===== src/rtl/two_byte_vehicle_command_decoder_top_defines.svh =====
// assertion macros for the two-byte vehicle command decoder
// used by tbvcd_mul and the top level; define ASSERT_OFF to drop all checks
`ifndef TWO_BYTE_VEHICLE_COMMAND_DECODER_TOP_DEFINES_SVH
`define TWO_BYTE_VEHICLE_COMMAND_DECODER_TOP_DEFINES_SVH
`ifndef ASSERT_OFF
// checked only while out of reset
`define TBVCD_ASSERT(lbl, clk, rstn, prop) \
    lbl: assert property (@(posedge clk) disable iff (!rstn) prop) \
        else $error("tbvcd assertion failed");
// checked at every edge, reset included
`define TBVCD_ASSERT_ALWAYS(lbl, clk, prop) \
    lbl: assert property (@(posedge clk) prop) \
        else $error("tbvcd assertion failed");
`else
`define TBVCD_ASSERT(lbl, clk, rstn, prop)
`define TBVCD_ASSERT_ALWAYS(lbl, clk, prop)
`endif
`endif


===== src/rtl/tbvcd_pkg.sv =====
// shared types, codes and fixed-point constants for the vehicle command decoder
// no dependencies
package tbvcd_pkg;

    localparam int FRAC_BITS = 24;

    // servo coefficients, rounded to nearest
    localparam logic [63:0] SERVO_BASE =
        ((64'd1666 << FRAC_BITS) + 64'd50000) / 64'd100000;
    localparam logic [63:0] SERVO_SLOPE =
        ((64'd8334 << FRAC_BITS) + 64'd9000000) / 64'd18000000;
    localparam int COEF_W = $clog2(SERVO_BASE + 64'd255 * SERVO_SLOPE + 64'd1);

    // duty = floor(b*255/100) as b * (255*ceil(2^23/100)) >> 23, exact for 8-bit b
    localparam int          DUTY_SHIFT = 23;
    localparam logic [63:0] DUTY_RECIP = ((64'd1 << DUTY_SHIFT) + 64'd99) / 64'd100;
    localparam logic [63:0] DUTY_MCAND = 64'd255 * DUTY_RECIP;
    localparam int          DUTY_MC_W  = $clog2(DUTY_MCAND + 64'd1);

    localparam int MCAND_W  = (COEF_W > DUTY_MC_W) ? COEF_W : DUTY_MC_W;
    localparam int MPLIER_W = 16;
    localparam int ACC_W    = MCAND_W + MPLIER_W;

    // command codes
    localparam logic [2:0] CMD_FWD   = 3'd0;
    localparam logic [2:0] CMD_BWD   = 3'd1;
    localparam logic [2:0] CMD_SERVO = 3'd2;
    localparam logic [2:0] CMD_LON   = 3'd3;
    localparam logic [2:0] CMD_LOFF  = 3'd4;
    localparam logic [2:0] CMD_HORN  = 3'd5;

    // command letters
    localparam logic [7:0] CH_FWD   = 8'h66;
    localparam logic [7:0] CH_BWD   = 8'h62;
    localparam logic [7:0] CH_STEER = 8'h73;
    localparam logic [7:0] CH_LON   = 8'h6c;
    localparam logic [7:0] CH_LOFF  = 8'h64;
    localparam logic [7:0] CH_HORN  = 8'h68;

    // result status
    localparam logic [1:0] STAT_LATCHED = 2'd0;
    localparam logic [1:0] STAT_APPLIED = 2'd1;
    localparam logic [1:0] STAT_INVALID = 2'd2;

    // drive direction
    localparam logic [1:0] DIR_NONE = 2'd0;
    localparam logic [1:0] DIR_FWD  = 2'd1;
    localparam logic [1:0] DIR_BWD  = 2'd2;

    // configuration register index
    localparam logic [1:0] REG_PERIOD    = 2'd0;
    localparam logic [1:0] REG_ANGLE_MIN = 2'd1;
    localparam logic [1:0] REG_ANGLE_MAX = 2'd2;

    // reset values
    localparam logic [15:0] RST_PERIOD    = 16'd60000;
    localparam logic [7:0]  RST_ANGLE_MIN = 8'd60;
    localparam logic [7:0]  RST_ANGLE_MAX = 8'd110;
    localparam logic [7:0]  RST_DUTY      = 8'd127;
    localparam logic [15:0] RST_PULSE     = 16'd3360;

    typedef struct packed {
        logic                start;
        logic [ACC_W-1:0]    addend;
        logic [ACC_W-1:0]    mcand;
        logic [MPLIER_W-1:0] mplier;
    } t_mul_req;

    typedef struct packed {
        logic             busy;
        logic             done;
        logic [ACC_W-1:0] product;
    } t_mul_rsp;

endpackage


===== src/rtl/tbvcd_mul.sv =====
// shared shift-add multiply-accumulate unit: product = addend + mcand * mplier
// one multiplier bit per cycle, stops early once the remaining multiplier bits are zero
// depends on tbvcd_pkg and the defines header
`include "two_byte_vehicle_command_decoder_top_defines.svh"

module tbvcd_mul (
    input  logic                i_clk,
    input  logic                i_rst_n,
    input  tbvcd_pkg::t_mul_req i_req,
    output tbvcd_pkg::t_mul_rsp o_rsp
);

    logic                           r_busy;
    logic                           r_done;
    logic [tbvcd_pkg::ACC_W-1:0]    r_acc;
    logic [tbvcd_pkg::ACC_W-1:0]    r_mcand;
    logic [tbvcd_pkg::MPLIER_W-1:0] r_mplier;

    always_ff @(posedge i_clk) begin
        if (!i_rst_n) begin
            r_busy <= 1'b0;
            r_done <= 1'b0;
        end else begin
            r_done <= 1'b0;
            if (i_req.start) begin
                r_busy <= 1'b1;
            end else if (r_busy && (r_mplier == '0)) begin
                r_busy <= 1'b0;
                r_done <= 1'b1;
            end
        end
    end

    always_ff @(posedge i_clk) begin
        if (i_req.start) begin
            r_acc    <= i_req.addend;
            r_mcand  <= i_req.mcand;
            r_mplier <= i_req.mplier;
        end else if (r_busy && (r_mplier != '0)) begin
            if (r_mplier[0]) begin
                r_acc <= r_acc + r_mcand;
            end
            r_mcand  <= r_mcand << 1;
            r_mplier <= r_mplier >> 1;
        end
    end

    assign o_rsp.busy    = r_busy;
    assign o_rsp.done    = r_done;
    assign o_rsp.product = r_acc;

    `TBVCD_ASSERT(a_no_start_busy, i_clk, i_rst_n, i_req.start |-> !r_busy)
    `TBVCD_ASSERT(a_done_idle, i_clk, i_rst_n, r_done |-> !r_busy)
    `TBVCD_ASSERT(a_finish, i_clk, i_rst_n,
        (r_busy && (r_mplier == '0) && !i_req.start) |=> (r_done && !r_busy))

endmodule


===== src/rtl/two_byte_vehicle_command_decoder_top.sv =====
// command bytes and non-arithmetic arguments go from accept to S_DONE, then load the result beat;
// drive and steer arguments first pass through the multiplier (one shared shift-add
// multiplier walks the multiplier bits, twice for steer: coefficient then period)
// a new byte is taken only after the previous result is loaded, which waits while the output register is full
// reset: synchronous active-low i_rst_n restores control, configuration and vehicle state defaults
// depends on tbvcd_pkg, tbvcd_mul and the defines header
`include "two_byte_vehicle_command_decoder_top_defines.svh"

module two_byte_vehicle_command_decoder_top (
    input  logic        i_clk,
    input  logic        i_rst_n,
    // configuration writes
    input  logic        i_cfg_valid,
    output logic        o_cfg_ready,
    input  logic [1:0]  i_cfg_index,
    input  logic [15:0] i_cfg_data,
    // received bytes
    input  logic        i_in_valid,
    output logic        o_in_ready,
    input  logic [7:0]  i_rx_byte,
    // results
    output logic        o_out_valid,
    input  logic        i_out_ready,
    output logic [1:0]  o_status,
    output logic [7:0]  o_drive_duty,
    output logic [1:0]  o_drive_direction,
    output logic [15:0] o_steer_pulse,
    output logic        o_lights_on,
    output logic        o_horn_on
);

    localparam logic [2:0] S_IDLE  = 3'd0;
    localparam logic [2:0] S_DUTY  = 3'd1;
    localparam logic [2:0] S_COEF  = 3'd2;
    localparam logic [2:0] S_PULSE = 3'd3;
    localparam logic [2:0] S_DONE  = 3'd4;

    localparam int ACC_W = tbvcd_pkg::ACC_W;
    localparam logic [ACC_W-1:0] DUTY_MAX  = ACC_W'(255);
    localparam logic [ACC_W-1:0] PULSE_MAX = ACC_W'(16'hFFFF);

    logic [2:0]  r_state, n_state;
    logic [15:0] r_period;
    logic [7:0]  r_angle_min, r_angle_max;
    logic        r_await;
    logic [2:0]  r_pcmd;
    logic [7:0]  r_duty;
    logic [1:0]  r_dir;
    logic [15:0] r_pulse;
    logic        r_lights, r_horn;
    logic [1:0]  r_stat;
    logic        r_out_valid;
    logic [1:0]  r_out_status;
    logic [7:0]  r_out_duty;
    logic [1:0]  r_out_dir;
    logic [15:0] r_out_pulse;
    logic        r_out_lights, r_out_horn;

    tbvcd_pkg::t_mul_req w_req;
    tbvcd_pkg::t_mul_rsp w_rsp;

    logic             w_in_acc;
    logic             w_out_load;
    logic             w_cmd_ok;
    logic [2:0]       w_cmd;
    logic [7:0]       w_angle;
    logic [ACC_W-1:0] w_duty_sh;
    logic [ACC_W-1:0] w_pulse_sh;
    logic [7:0]       w_duty_new;
    logic [15:0]      w_pulse_new;

    tbvcd_mul u_mul (
        .i_clk   (i_clk),
        .i_rst_n (i_rst_n),
        .i_req   (w_req),
        .o_rsp   (w_rsp)
    );

    assign o_cfg_ready = 1'b1;
    assign o_in_ready  = (r_state == S_IDLE);
    assign w_in_acc    = i_in_valid && o_in_ready;
    assign w_out_load  = (r_state == S_DONE) && (!r_out_valid || i_out_ready);

    // command letter decode
    always_comb begin
        w_cmd_ok = 1'b1;
        w_cmd    = tbvcd_pkg::CMD_FWD;
        case (i_rx_byte)
            tbvcd_pkg::CH_FWD:   w_cmd = tbvcd_pkg::CMD_FWD;
            tbvcd_pkg::CH_BWD:   w_cmd = tbvcd_pkg::CMD_BWD;
            tbvcd_pkg::CH_STEER: w_cmd = tbvcd_pkg::CMD_SERVO;
            tbvcd_pkg::CH_LON:   w_cmd = tbvcd_pkg::CMD_LON;
            tbvcd_pkg::CH_LOFF:  w_cmd = tbvcd_pkg::CMD_LOFF;
            tbvcd_pkg::CH_HORN:  w_cmd = tbvcd_pkg::CMD_HORN;
            default:             w_cmd_ok = 1'b0;
        endcase
    end

    // upper limit tested first: with crossed limits bytes above angle_max give angle_max, others angle_min
    always_comb begin
        if (i_rx_byte > r_angle_max) begin
            w_angle = r_angle_max;
        end else if (i_rx_byte < r_angle_min) begin
            w_angle = r_angle_min;
        end else begin
            w_angle = i_rx_byte;
        end
    end

    assign w_duty_sh   = w_rsp.product >> tbvcd_pkg::DUTY_SHIFT;
    assign w_pulse_sh  = w_rsp.product >> tbvcd_pkg::FRAC_BITS;
    assign w_duty_new  = (w_duty_sh > DUTY_MAX) ? 8'hFF : w_duty_sh[7:0];
    assign w_pulse_new = (w_pulse_sh > PULSE_MAX) ? 16'hFFFF : w_pulse_sh[15:0];

    // sequencer and multiplier requests
    always_comb begin
        n_state      = r_state;
        w_req.start  = 1'b0;
        w_req.addend = '0;
        w_req.mcand  = '0;
        w_req.mplier = '0;
        case (r_state)
            S_IDLE: begin
                if (w_in_acc) begin
                    n_state = S_DONE;
                    if (r_await) begin
                        if ((r_pcmd == tbvcd_pkg::CMD_FWD) ||
                            (r_pcmd == tbvcd_pkg::CMD_BWD)) begin
                            w_req.start  = 1'b1;
                            w_req.mcand  = ACC_W'(tbvcd_pkg::DUTY_MCAND);
                            w_req.mplier = {8'd0, i_rx_byte};
                            n_state      = S_DUTY;
                        end else if (r_pcmd == tbvcd_pkg::CMD_SERVO) begin
                            w_req.start  = 1'b1;
                            w_req.addend = ACC_W'(tbvcd_pkg::SERVO_BASE);
                            w_req.mcand  = ACC_W'(tbvcd_pkg::SERVO_SLOPE);
                            w_req.mplier = {8'd0, w_angle};
                            n_state      = S_COEF;
                        end
                    end
                end
            end
            S_DUTY: begin
                if (w_rsp.done) begin
                    n_state = S_DONE;
                end
            end
            S_COEF: begin
                // second pass: coefficient times period
                if (w_rsp.done) begin
                    w_req.start  = 1'b1;
                    w_req.mcand  = w_rsp.product;
                    w_req.mplier = r_period;
                    n_state      = S_PULSE;
                end
            end
            S_PULSE: begin
                if (w_rsp.done) begin
                    n_state = S_DONE;
                end
            end
            S_DONE: begin
                if (w_out_load) begin
                    n_state = S_IDLE;
                end
            end
            default: n_state = S_IDLE;
        endcase
    end

    always_ff @(posedge i_clk) begin
        if (!i_rst_n) begin
            r_state     <= S_IDLE;
            r_period    <= tbvcd_pkg::RST_PERIOD;
            r_angle_min <= tbvcd_pkg::RST_ANGLE_MIN;
            r_angle_max <= tbvcd_pkg::RST_ANGLE_MAX;
            r_await     <= 1'b0;
            r_pcmd      <= tbvcd_pkg::CMD_FWD;
            r_duty      <= tbvcd_pkg::RST_DUTY;
            r_dir       <= tbvcd_pkg::DIR_NONE;
            r_pulse     <= tbvcd_pkg::RST_PULSE;
            r_lights    <= 1'b0;
            r_horn      <= 1'b0;
            r_stat      <= tbvcd_pkg::STAT_LATCHED;
            r_out_valid <= 1'b0;
        end else begin
            r_state <= n_state;

            if (i_cfg_valid && o_cfg_ready) begin
                case (i_cfg_index)
                    tbvcd_pkg::REG_PERIOD:    r_period    <= i_cfg_data;
                    tbvcd_pkg::REG_ANGLE_MIN: r_angle_min <= i_cfg_data[7:0];
                    tbvcd_pkg::REG_ANGLE_MAX: r_angle_max <= i_cfg_data[7:0];
                    default: ;
                endcase
            end

            if (w_in_acc) begin
                if (!r_await) begin
                    if (w_cmd_ok) begin
                        r_pcmd  <= w_cmd;
                        r_await <= 1'b1;
                        r_stat  <= tbvcd_pkg::STAT_LATCHED;
                    end else begin
                        r_stat  <= tbvcd_pkg::STAT_INVALID;
                    end
                end else begin
                    r_await <= 1'b0;
                    r_stat  <= tbvcd_pkg::STAT_APPLIED;
                    case (r_pcmd)
                        tbvcd_pkg::CMD_FWD:  r_dir    <= tbvcd_pkg::DIR_FWD;
                        tbvcd_pkg::CMD_BWD:  r_dir    <= tbvcd_pkg::DIR_BWD;
                        tbvcd_pkg::CMD_LON:  r_lights <= 1'b1;
                        tbvcd_pkg::CMD_LOFF: r_lights <= 1'b0;
                        tbvcd_pkg::CMD_HORN: begin
                            if (i_rx_byte == 8'd0) begin
                                r_horn <= 1'b0;
                            end else if (i_rx_byte == 8'd1) begin
                                r_horn <= 1'b1;
                            end
                        end
                        default: ;
                    endcase
                end
            end

            if ((r_state == S_DUTY) && w_rsp.done) begin
                r_duty <= w_duty_new;
            end
            if ((r_state == S_PULSE) && w_rsp.done) begin
                r_pulse <= w_pulse_new;
            end

            if (o_out_valid && i_out_ready) begin
                r_out_valid <= 1'b0;
            end
            if (w_out_load) begin
                r_out_valid <= 1'b1;
            end
        end
    end

    // result beat payload
    always_ff @(posedge i_clk) begin
        if (w_out_load) begin
            r_out_status <= r_stat;
            r_out_duty   <= r_duty;
            r_out_dir    <= r_dir;
            r_out_pulse  <= r_pulse;
            r_out_lights <= r_lights;
            r_out_horn   <= r_horn;
        end
    end

    assign o_out_valid       = r_out_valid;
    assign o_status          = r_out_status;
    assign o_drive_duty      = r_out_duty;
    assign o_drive_direction = r_out_dir;
    assign o_steer_pulse     = r_out_pulse;
    assign o_lights_on       = r_out_lights;
    assign o_horn_on         = r_out_horn;

    `TBVCD_ASSERT(a_mul_active, i_clk, i_rst_n,
        ((r_state == S_DUTY) || (r_state == S_COEF) || (r_state == S_PULSE))
            |-> (w_rsp.busy || w_rsp.done))
    `TBVCD_ASSERT(a_latch_direct, i_clk, i_rst_n, $rose(r_await) |-> (r_state == S_DONE))
    `TBVCD_ASSERT(a_idle_mul, i_clk, i_rst_n,
        ((r_state == S_IDLE) || (r_state == S_DONE)) |-> !w_rsp.busy)

endmodule


===== config.mk =====
export PLATFORM = sky130hd
export DESIGN_NAME = two_byte_vehicle_command_decoder_top
export DESIGN_NICKNAME = d
export VERILOG_FILES = /design/src/rtl/tbvcd_pkg.sv /design/src/rtl/tbvcd_mul.sv /design/src/rtl/two_byte_vehicle_command_decoder_top.sv
export VERILOG_INCLUDE_DIRS = /design/src /design/src/rtl
export SDC_FILE = /design/constraint.sdc
export NUM_CORES = 1
export LEC_CHECK = 0
export BUFFER_PORTS_ARGS = -buffer_cell sky130_fd_sc_hd__buf_2
export CAP_MARGIN = 40
export CORE_MARGIN = 10
export CORE_UTILIZATION = 44
export CTS_CLUSTER_SIZE = 8
export DETAILED_ROUTE_END_ITERATION = 10
export SYNTH_ARGS = -nofsm -noshare
export SYNTH_HDL_FRONTEND = slang
export SYNTH_SLANG_ARGS = --single-unit

===== constraint.sdc =====
create_clock -name i_clk -period 8.6 [get_ports i_clk]
set_input_delay 2.15 -clock i_clk [delete_from_list [all_inputs] [get_ports i_clk]]
set_output_delay 2.15 -clock i_clk [all_outputs]
set_load 0.01 [all_outputs]

==> results of run 1 <==
==> critical path: cells and delay by family <==
family	cells	cell delay, ps
buffers and inverters	3	1060
and+or+nand+nor	4	960
==> flip-flops by register name, summed over array words and instances (netlist names), 2 cells and up <==
signal,count
r_dir,2
r_angle_min,8
r_pcmd,3
u_mul.r_acc,41
r_stat,2
r_angle_max,8
o_drive_direction,2
u_mul.r_mplier,16
o_status,2
r_pulse,16
r_period,16
u_mul.r_mcand,41
r_duty,8
r_state,3
o_drive_duty,8
o_steer_pulse,16
==> worst min path at each step <==
stage	end	from	slack, ps
2_1_floorplan	o_horn_on$_DFFE_PP_	r_horn$_SDFFE_PN0P_	400
3_3_place_gp	o_steer_pulse[3]$_DFFE_PP_	r_pulse[3]$_SDFFE_PN0P_	420
3_5_place_dp	o_steer_pulse[3]$_DFFE_PP_	r_pulse[3]$_SDFFE_PN0P_	410
4_1_cts	o_steer_pulse[10]$_DFFE_PP_	r_pulse[10]$_SDFFE_PN1P_	430
5_1_grt	o_steer_pulse[10]$_DFFE_PP_	r_pulse[10]$_SDFFE_PN1P_	440
6_report	o_horn_on$_DFFE_PP_	r_horn$_SDFFE_PN0P_	430
==> final cells by class <==
| type | instances | area, µm² |
|---|---|---|
| fillers | 2254 | 12230 |
| flip-flops and latches | 200 | 5285 |
| multi-input cells | 864 | 5096 |
| clock buffers | 17 | 425.4 |
| repair buffers | 72 | 422.9 |
| well taps | 324 | 405.4 |
| clock inverters | 15 | 206.4 |
| inverters | 29 | 108.9 |
==> through the flow <==
stage	worst slack, ps	utilization	hold slack [ps]
finish	4469	0.4943	434.9
global placement	4016	0.4654	418.6
global route	4246	0.4943	439.6
floorplan	4062	-	401.9
CTS	4472	0.4943	430.8
detailed placement	4010	0.4681	413.9
==> logic make-up (layout without fill, tap and decap cells) <==
| group | Yosys count | after routing | synth area share |
|---|---|---|---|
| AO/OA/AOI/OAI | 271 | 271 | 0.1636 |
| XOR/XNOR | 38 | 38 | 0.03100 |
| adder cells (fa/ha/maj) | 56 | 56 | 0.06596 |
| buffers and inverters | 93 | 133 | 0.03438 |
| flip-flops | 200 | 200 | 0.4923 |
| multiplexers | 6 | 6 | 0.005594 |
| other | 1 | 1 | 0.0003493 |
| AND/OR/NAND/NOR | 492 | 492 | 0.2069 |
==> layout by cell type, fill, tap and decap left out, types with 5 or more instances in the layout <==
master,instances
nand2_1,208
edfxtp_1,128
nor2_1,109
o21ai_0,84
dfxtp_1,72
buf_2,62
a21oi_1,58
ha_1,55
nand3_1,45
nor3_1,33
inv_1,29
a21o_1,28
nor2b_1,21
xnor2_1,21
a21boi_0,18
xor2_1,17
clkbuf_16,17
nor3b_1,14
nand2b_1,12
o211ai_1,12
o22ai_1,11
nand4_1,10
a221oi_1,8
and2_1,7
nand3b_1,7
nor4_1,7
buf_4,7
mux2i_1,6
clkinv_8,6
o21bai_1,5
a211oi_1,5
==> routing by layer <==
| layer | vias up | GRT usage |
|---|---|---|
| met5 | - | 0 |
| met2 | 173 | 0.2790 |
| li1 | 4187 | - |
| met4 | 0 | 0.03921 |
| met1 | 3928 | 0.2152 |
| met3 | 22 | 0.03439 |
==> power groups by stage <==
stage	sequential [W]	clock, W	combinational, W
2_1_floorplan	0.00106	0	0.0000550
3_3_place_gp	0.00106	0	0.0000906
3_5_place_dp	0.00106	0	0.0000924
4_1_cts	0.00104	0.000852	0.0000928
5_1_grt	0.00104	0.000890	0.000104
6_report	0.00104	0.000837	0.0000913
==> results.tsv, run 1 <==
stage	metric	value	unit
run_status	outcome	finished clean	
sta	Final Skew	15.22	ps
cells_and_area	nets	1271	
pwr	LEAKAGE	4.575	nW
sta	fin crit share	0.4803	
routing	DR top layer	met4	
routing	DR WL met2	12.20	mm
synthesis	synthesized cell area	10740	µm²
pwr	Logic pwr share	0.046	
routing	vias per cell	5.464	
worst_setup_path	CP Launch Point	i_in_valid	
worst_setup_path	Critical Path Sink	u_mul.r_mcand[3]$_DFFE_PP_	
clock_tree	CTS tree	yes	
floorplan	die width	176.2	µm
floorplan	number of I/O pins	64	
sta	Setup-failing EPs final	0	
clock_tree	Post-CTS Setup Repair Bufs	0	
pwr	sequential share of power	0.528	
worst_setup_path	Reg2Reg Capture Point	u_mul.r_acc[40]$_SDFFCE_PP0P_	
routing	total number of vias	8310	
worst_setup_path	Crit path required time	8670	ps
routing	final WL	25.51	mm
sta	post-layout minimum cycle time	4131	ps
clock_tree	Clock transition at path regs	80	ps
routing	1st-pass router iterations	7	
global_route	GRT Residual Overflow	0	
pwr	clock share of power	0.425	
clock_tree	Num Clock Sinks	200	
clock_tree	Clock Latency Late Sink	440	ps
placement	Post-DP Area	11320	µm²
floorplan	initial core utilization	0.4441	
synthesis	Synth cell types	68	
global_route	first-pass GRT wire length	42.38	mm
worst_setup_path	critical path cell sequence	buf_2, and2_1, and2_1, buf_4, nor2_1, nand2_2, buf_4	
floorplan	# rows	57	
cells_and_area	Area Overhead vs Synth	11.30	%
floorplan	core outline area	24180	µm²
pwr	Cell Pwr Density	164.7	nW/µm²
routing	residual DRC count	0	
worst_setup_path	CP Capture Type	flop	
synthesis	Mapped Cells	1157	
hold_path	HP Class	flop to flop	
synthesis	top-area cell type share of the netlist area	0.3580	
clock_tree	post_cts resized	0	
synthesis	asr flop ratio synth	0	
worst_setup_path	Worst Setup Start Kind	input pin	
synthesis	Mapped Avg Cell Area	9.280	µm²
clock_tree	Clock Tree Buf Depth	2	
cells_and_area	ant diodes	0	
routing	Starting DRT DRC Count	647	
worst_setup_path	Worst R2R Path Depth	12	
global_route	largest net degree at the start of global routing	73	
sta	Relative slew margins	0.5192	
sta	maximum clock rate	242.1	MHz
synthesis	top cells by area, synth	edfxtp_1 (36%), dfxtp_1 (13%), nand2_1 (7.3%)	
clock_tree	htree depth	4	
sta	max-slew violation count	0	
placement	DP Cell Count	1489	
cells_and_area	fin cells	1521	
synthesis	predominant post-synthesis flop cell	edfxtp_1	
routing	wl on met1	11.91	mm
worst_setup_path	crit path max fanout	42	
routing	met3 WL	1.089	mm
cells_and_area	Finished Cell Area	11950	µm²
clock_tree	cts bufs inserted	17	
placement	DP Wirelength	18.19	mm
sta	Final Hold Vio Count	0	
floorplan	Die Area	31050	µm²
synthesis	Yosys top cell by area	edfxtp_1	
worst_setup_path	Reg-to-Reg Start	u_mul.r_mcand[0]$_SDFFCE_PN0P_	
global_route	aggregate global-route resource usage	0.1662	
pwr	NetSw	0.0004965	W
worst_setup_path	slowest stage delay, CP	570	ps
clock_tree	clk root buf	clkbuf_16	
synthesis	Post-Synthesis Net Count	1244	
worst_setup_path	CP max-delay cell	buf_4	
placement	GPL Wtd Cong	0.8456	
sta	Slew @ Worst Pin	716.9	ps
routing	Routed WL per cell	16.77	µm
clock_tree	Post-CTS Hold Buffers	0	
pwr	maximum VDD drop	0.1429	mV
routing	antenna-violating nets left	0	
synthesis	post-synthesis sequential area ratio	0.4923	
pwr	Net Sw Frac	0.2522	
worst_setup_path	WS Path Type	input pin to flop	
placement	input/output buffers	62	
run	max_cap viols	0	
worst_setup_path	R2R Setup Slk	5080	ps
cells_and_area	fraction of layout cells with a size suffix above 1	0.1036	
synthesis	top-count cell post-synth	nand2_1	
sta	Setup TNS Final	0	ps
pwr	total chip power	0.001968	W
hold_path	cell depth of the worst hold path	0	
global_route	antenna violations before repair	0	
worst_setup_path	Worst Path Arrival	4200	ps
synthesis	Yosys reg bits	200	
synthesis	number of synthesized flops with an enable pin	128	
floorplan	Chip Height	176.2	µm
global_route	vias in the first global route	8140	
pwr	Int Power	0.001472	W
synthesis	Synth warnings	0	
sta	unrepaired setup endpoints after global routing	no	
synthesis	commonest cells in the synthesized netlist	nand2_1 (210), edfxtp_1 (128), nor2_1 (110)	
No activity file was read; power rests on OpenSTA's default activity.
==> inputs of run 2 (changes only) <==
- clock period: 8.6 -> 3.6 ns (I/O delays scaled with it)
==> results.tsv, run 2 (synthesis results as in run 1) <==
stage	metric	value	unit	change
run_status	outcome	finished clean		
clock_tree	clk root buf	clkbuf_16		
clock_tree	Post-CTS Setup Repair Bufs	0		unchanged
floorplan	initial core utilization	0.4441		unchanged
sta	max-slew violation count	0		unchanged
routing	total number of vias	8338		+0.34%
worst_setup_path	Worst Path Arrival	3320	ps	-880 ps
worst_setup_path	Worst R2R Path Depth	12		unchanged
placement	input/output buffers	62		unchanged
placement	GPL Wtd Cong	0.8500		+0.52%
sta	Final Skew	21.46	ps	+6.238 ps
hold_path	HP Class	flop to flop		
worst_setup_path	Reg2Reg Capture Point	u_mul.r_acc[40]$_SDFFCE_PP0P_		
sta	Final Hold Vio Count	0		unchanged
global_route	met1 usage	0.2139		-0.001296
clock_tree	CTS tree	yes		
global_route	grt met2 use	0.2763		-0.002695
cells_and_area	ant diodes	0		unchanged
global_route	GRT Residual Overflow	0		unchanged
clock_tree	cts bufs inserted	17		unchanged
worst_setup_path	Reg-to-Reg Start	u_mul.r_acc[0]$_SDFFCE_PP0P_		
global_route	met3 Use GR	0.02947		-0.004912
routing	Starting DRT DRC Count	550		-15%
pwr	NetSw	0.001210	W	+140%
sta	fin crit share	0.8679		
run	max_cap viols	0		unchanged
sta	Setup TNS Final	0	ps	unchanged
pwr	LEAKAGE	4.592	nW	+0.38%
clock_tree	Num Clock Sinks	200		unchanged
floorplan	Die Area	31050	µm²	unchanged
worst_setup_path	Critical Path Sink	u_mul.r_acc[40]$_SDFFCE_PP0P_		
placement	DP Wirelength	17.83	mm	-2.0%
floorplan	number of I/O pins	64		unchanged
floorplan	Chip Height	176.2	µm	unchanged
cells_and_area	fraction of layout cells with a size suffix above 1	0.1073		+0.003729
pwr	Logic pwr share	0.046		about the same
sta	post-layout minimum cycle time	3124	ps	
clock_tree	htree depth	4		unchanged
global_route	first-pass GRT wire length	41.94	mm	-1.0%
clock_tree	Clock Tree Buf Depth	2		unchanged
cells_and_area	FF+latch area	5285	µm²	unchanged
global_route	vias in the first global route	8131		-0.11%
floorplan	# rows	57		unchanged
sta	unrepaired setup endpoints after global routing	no		
worst_setup_path	Crit path required time	3800	ps	-4870 ps
pwr	Net Sw Frac	0.2558		+0.003599
sta	maximum clock rate	320.1	MHz	
global_route	grt peak-use layer	met2		
sta	Relative slew margins	0.5290		+0.009802
worst_setup_path	Worst Setup Start Kind	flop		
clock_tree	Clock Latency Late Sink	450	ps	about the same
pwr	Cell Pwr Density	395.6	nW/µm²	+140%
cells_and_area	nets	1276		+0.39%
cells_and_area	biggest regs	u_mul.r_acc (41), u_mul.r_mcand (41)		
routing	Routed WL per cell	16.60	µm	-1.0%
sta	Setup-failing EPs final	0		unchanged
routing	vias per cell	5.464		about the same
sta	Slew @ Worst Pin	703.9	ps	-12.98 ps
worst_setup_path	WS Path Type	flop to flop		
routing	1st-pass router iterations	5		-2
clock_tree	Clock transition at path regs	90	ps	about the same
clock_tree	post_cts resized	0		unchanged
worst_setup_path	crit path max fanout	4		-90%
routing	final WL	25.34	mm	-0.69%
pwr	clock share of power	0.429		+0.004
global_route	largest net degree at the start of global routing	57		-22%
clock_tree	Post-CTS Hold Buffers	0		unchanged
worst_setup_path	R2R Setup Slk	480	ps	-4600 ps
pwr	sequential share of power	0.525		-0.003
cells_and_area	# fillers	2277		+1.0%
global_route	antenna violations before repair	0		unchanged
cells_and_area	most frequent cells in the layout	nand2_1 (208), edfxtp_1 (128), nor2_1 (109)		
routing	residual DRC count	0		unchanged
cells_and_area	multi-input logic area	5096	µm²	unchanged
sta	Worst Setup Slack, final	475.6	ps	-3994 ps
floorplan	die width	176.2	µm	unchanged
worst_setup_path	CP Capture Type	flop		
global_route	aggregate global-route resource usage	0.1632		-0.003070
floorplan	core outline area	24180	µm²	unchanged
placement	Placement Setup Slack	331.3	ps	-3679 ps
pwr	maximum VDD drop	0.2329	mV	+63%
routing	antenna-violating nets left	0		unchanged
cells_and_area	Area Overhead vs Synth	11.40	%	about the same
pwr	Int Power	0.003521	W	+140%
cells_and_area	most common cell after layout, fill and taps aside	nand2_1		
worst_setup_path	CP Launch Point	u_mul.r_acc[0]$_SDFFCE_PP0P_		
==> run 2: power groups by stage <==
stage	clock network, W	registers [W]	logic [W]
3_3_place_gp	0	0.00253	0.000218
5_1_grt	0.00215	0.00249	0.000250
4_1_cts	0.00206	0.00248	0.000223
2_1_floorplan	0	0.00254	0.000131
3_5_place_dp	0	0.00254	0.000222
6_report	0.00203	0.00248	0.000220
==> run 2: stage by stage <==
| stage | hold slack, ps | area (µm²) | power, W | instances | util |
|---|---|---|---|---|---|
| 2_1_floorplan | 401.9 | 10740 | 0.002672 | 1157 | - |
| 3_3_place_gp | 414.2 | 11320 | 0.002753 | 1493 | 0.4684 |
| 3_5_place_dp | 415.9 | 11330 | 0.002758 | 1494 | 0.4687 |
| 4_1_cts | 438.0 | 11960 | 0.004771 | 1526 | 0.4947 |
| 5_1_grt | 445.6 | 11960 | 0.004892 | 1526 | 0.4947 |
| 6_report | 433.7 | 11960 | 0.004731 | 1526 | 0.4947 |
==> run 2: cell type report <==
class / instances / area share
flip-flops and latches: 200 / 0.4419
multi-input cells: 864 / 0.4261
repair buffers: 77 / 0.03641
well taps: 324 / 0.03389
inverters: 29 / 0.009101
clock inverters: 15 / 0.01705
clock buffers: 17 / 0.03557
==> run 2: layer usage <==
| layer | part of all wire | wire length (µm) |
|---|---|---|
| met4 | 0.0075 | 190 |
| met5 | 0 | 0 |
| met2 | 0.49 | 12300 |
| met1 | 0.47 | 11970 |
| met3 | 0.034 | 868 |
==> run 2: worst max-delay path: stages, from the launching register on <==
cell      delay, ps
edfxtp_1        360
ha_1            200
inv_1            60
fa_1            390
nand2b_1        170
a21oi_1         240
o21bai_1        200
a211oi_1        440
nor3_1          120
nor2_1          270
a311oi_2        160
xnor2_1         190
nor2_1           60
==> run 2: worst min-delay path by stage <==
stage / from / endpoint / slack, ps / cells past startpoint
after CTS: r_dir[0]$_SDFFE_PN0P_ / o_drive_direction[0]$_DFFE_PP_ / 440 / 0
final: r_pulse[4]$_SDFFE_PN0P_ / o_steer_pulse[4]$_DFFE_PP_ / 430 / 0
after floorplan: r_horn$_SDFFE_PN0P_ / o_horn_on$_DFFE_PP_ / 400 / 0
after global placement: r_horn$_SDFFE_PN0P_ / o_horn_on$_DFFE_PP_ / 410 / 0
after global routing: r_pulse[1]$_SDFFE_PN0P_ / o_steer_pulse[1]$_DFFE_PP_ / 450 / 0
after detailed placement: r_dir[0]$_SDFFE_PN0P_ / o_drive_direction[0]$_DFFE_PP_ / 420 / 0
==> inputs of run 3 (changes only) <==
- CORE_MARGIN: 10 -> not set
- PLACE_DENSITY: not set -> 0.62
- RECOVER_POWER: not set -> 50
==> results.tsv, run 3 (synthesis results as in run 1) <==
stage	metric	value	unit	change
routing	1st-pass router iterations	5		unchanged
sta	Slew @ Worst Pin	1743	ps	+1039 ps
sta	Final Skew	18.86	ps	-2.596 ps
cells_and_area	most frequent cells in the layout	nand2_1 (209), edfxtp_1 (128), nor2_1 (110)		
placement	input/output buffers	62		unchanged
cells_and_area	Area Overhead vs Synth	10.29	%	
clock_tree	Clock Tree Buf Depth	2		unchanged
global_route	met3 Use GR	0.02984		+0.0003639
worst_setup_path	Worst Setup Start Kind	flop		
clock_tree	htree depth	4		unchanged
pwr	Cell Pwr Density	395.0	nW/µm²	-0.16%
clock_tree	cts bufs inserted	17		unchanged
floorplan	Chip Height	158.2	µm	-10%
run_status	failing checks	max-capacitance violations, max-slew violations		
clock_tree	Post-CTS Hold Buffers	0		unchanged
global_route	largest net degree at the start of global routing	57		unchanged
run_status	outcome	finished, violations left		
global_route	vias in the first global route	8071		-0.74%
placement	DP Wirelength	16.97	mm	-4.8%
routing	antenna-violating nets left	0		unchanged
routing	residual DRC count	0		unchanged
worst_setup_path	CP Capture Type	flop		
pwr	total chip power	0.004677	W	-1.1%
clock_tree	CTS tree	yes		
clock_tree	Post-CTS Setup Repair Bufs	0		unchanged
clock_tree	Clock Latency Late Sink	450	ps	about the same
placement	GPL Wtd Cong	0.8498		about the same
global_route	first-pass GRT wire length	40.83	mm	-2.6%
cells_and_area	ant diodes	0		unchanged
sta	maximum clock rate	321.7	MHz	+0.52%
floorplan	number of I/O pins	64		unchanged
sta	fin crit share	0.8634		-0.004465
sta	post-layout minimum cycle time	3108	ps	-16.07 ps
hold_path	HP Class	flop to flop		
cells_and_area	fraction of layout cells with a size suffix above 1	0.07256		-0.03476
sta	hold slack final	433.5	ps	-0.2390 ps
routing	final WL	24.52	mm	-3.2%
cells_and_area	nets	1273		-0.24%
routing	vias per cell	5.445		-0.34%
sta	Relative slew margins	-0.1617		-0.6908
worst_setup_path	Crit path required time	3800	ps	about the same
clock_tree	clk root buf	clkbuf_16		
sta	max-slew violation count	75		+75
global_route	GRT Residual Overflow	0		unchanged
routing	Starting DRT DRC Count	485		-12%
run	max_cap viols	2		+2
global_route	met1 usage	0.2770		+0.06317
clock_tree	Clock transition at path regs	80	ps	about the same
worst_setup_path	Worst Path Arrival	3310	ps	about the same
sta	Setup-failing EPs final	0		unchanged
cells_and_area	most common cell after layout, fill and taps aside	nand2_1		
sta	Final Hold Vio Count	0		unchanged
placement	Placement Setup Slack	386.9	ps	+55.51 ps
worst_setup_path	WS Path Type	flop to flop		
cells_and_area	biggest regs	u_mul.r_acc (41), u_mul.r_mcand (41)		
clock_tree	post_cts resized	0		unchanged
global_route	grt met2 use	0.3480		+0.07168
floorplan	core outline area	23680	µm²	-2.0%
pwr	LEAKAGE	4.480	nW	-2.4%
clock_tree	Num Clock Sinks	200		unchanged
placement	Post-DP Area	11280	µm²	-0.41%
floorplan	Die Area	25030	µm²	-19%
sta	unrepaired setup endpoints after global routing	no		
routing	total number of vias	8266		-0.86%
sta	Worst Setup Slack, final	491.7	ps	+16.07 ps
pwr	maximum VDD drop	0.2662	mV	+14%
floorplan	# rows	56		-1.8%
cells_and_area	Finished Cell Area	11840	µm²	-0.99%
worst_setup_path	crit path max fanout	4		unchanged
global_route	antenna violations before repair	0		unchanged
global_route	aggregate global-route resource usage	0.2070		+0.04383
global_route	grt peak-use layer	met2		
floorplan	die width	158.2	µm	-10%
floorplan	initial core utilization	0.4533		+0.009267
routing	Routed WL per cell	16.15	µm	-2.7%
sta	Setup TNS Final	0	ps	unchanged
==> run 3: changes by cell type in the layout (fill, tap and decap cells not counted), sizes merged <==
cell,change
inv,-1
clkbuf,+37
buf,-40
clkinv,+1
==> run 3: cell type report <==
| type | count | area, µm² |
|---|---|---|
| inverter | 29 | 108.9 |
| clock inverter | 15 | 191.4 |
| timing repair buffer | 74 | 345.3 |
| sequential | 200 | 5285 |
| multi-input combinational | 864 | 5086 |
| fill | 2307 | 11840 |
| tap | 319 | 399.1 |
| clock buffer | 17 | 425.4 |
==> run 3: metrics by stage <==
stage,std cells,util
2_1_floorplan,1157,-
3_3_place_gp,1486,0.4765
3_5_place_dp,1486,0.4765
4_1_cts,1518,0.5025
5_1_grt,1518,0.5000
6_report,1518,0.5000
==> run 3: critical path, cell delays in order, from the launching register on <==
cell and delay, ps:
edfxtp_1 360, ha_1 220, inv_1 70, fa_1 390
nand2b_1 180, a21oi_1 240, o21bai_1 190, a211oi_1 440
nor3_1 120, nor2_1 280, a311oi_2 160, xnor2_1 180
nor2_1 50
==> run 3: power breakdown <==
| group | switching [W] | internal, W | leakage, nW |
|---|---|---|---|
| sequential | 0.0000211 | 0.00246 | 1.72 |
| clock | 0.00102 | 0.000961 | 0.299 |
| combinational | 0.000133 | 0.0000783 | 2.46 |
| total | 0.00117 | 0.00350 | 4.48 |
==> run 3: per-layer routing <==
layer / vias to the layer above / wire length [µm]
met3: 17 / 908
met2: 177 / 11650
met5: - / 0
li1: 4191 / -
met4: 0 / 295
met1: 3881 / 11660
==> run 3: path summary, 6_finish.rpt <==
check / slack (ps) / cells past startpoint / to / startpoint
setup / recovery: 490 / 12 / u_mul.r_acc[40]$_SDFFCE_PP0P_ / u_mul.r_mcand[0]$_SDFFCE_PN0P_
hold / removal: 430 / 0 / o_steer_pulse[11]$_DFFE_PP_ / r_pulse[11]$_SDFFE_PN1P_
setup reg to reg: 490 / 12 / u_mul.r_acc[40]$_SDFFCE_PP0P_ / u_mul.r_mcand[0]$_SDFFCE_PN0P_
hold reg to reg: 430 / 0 / o_steer_pulse[11]$_DFFE_PP_ / r_pulse[11]$_SDFFE_PN1P_
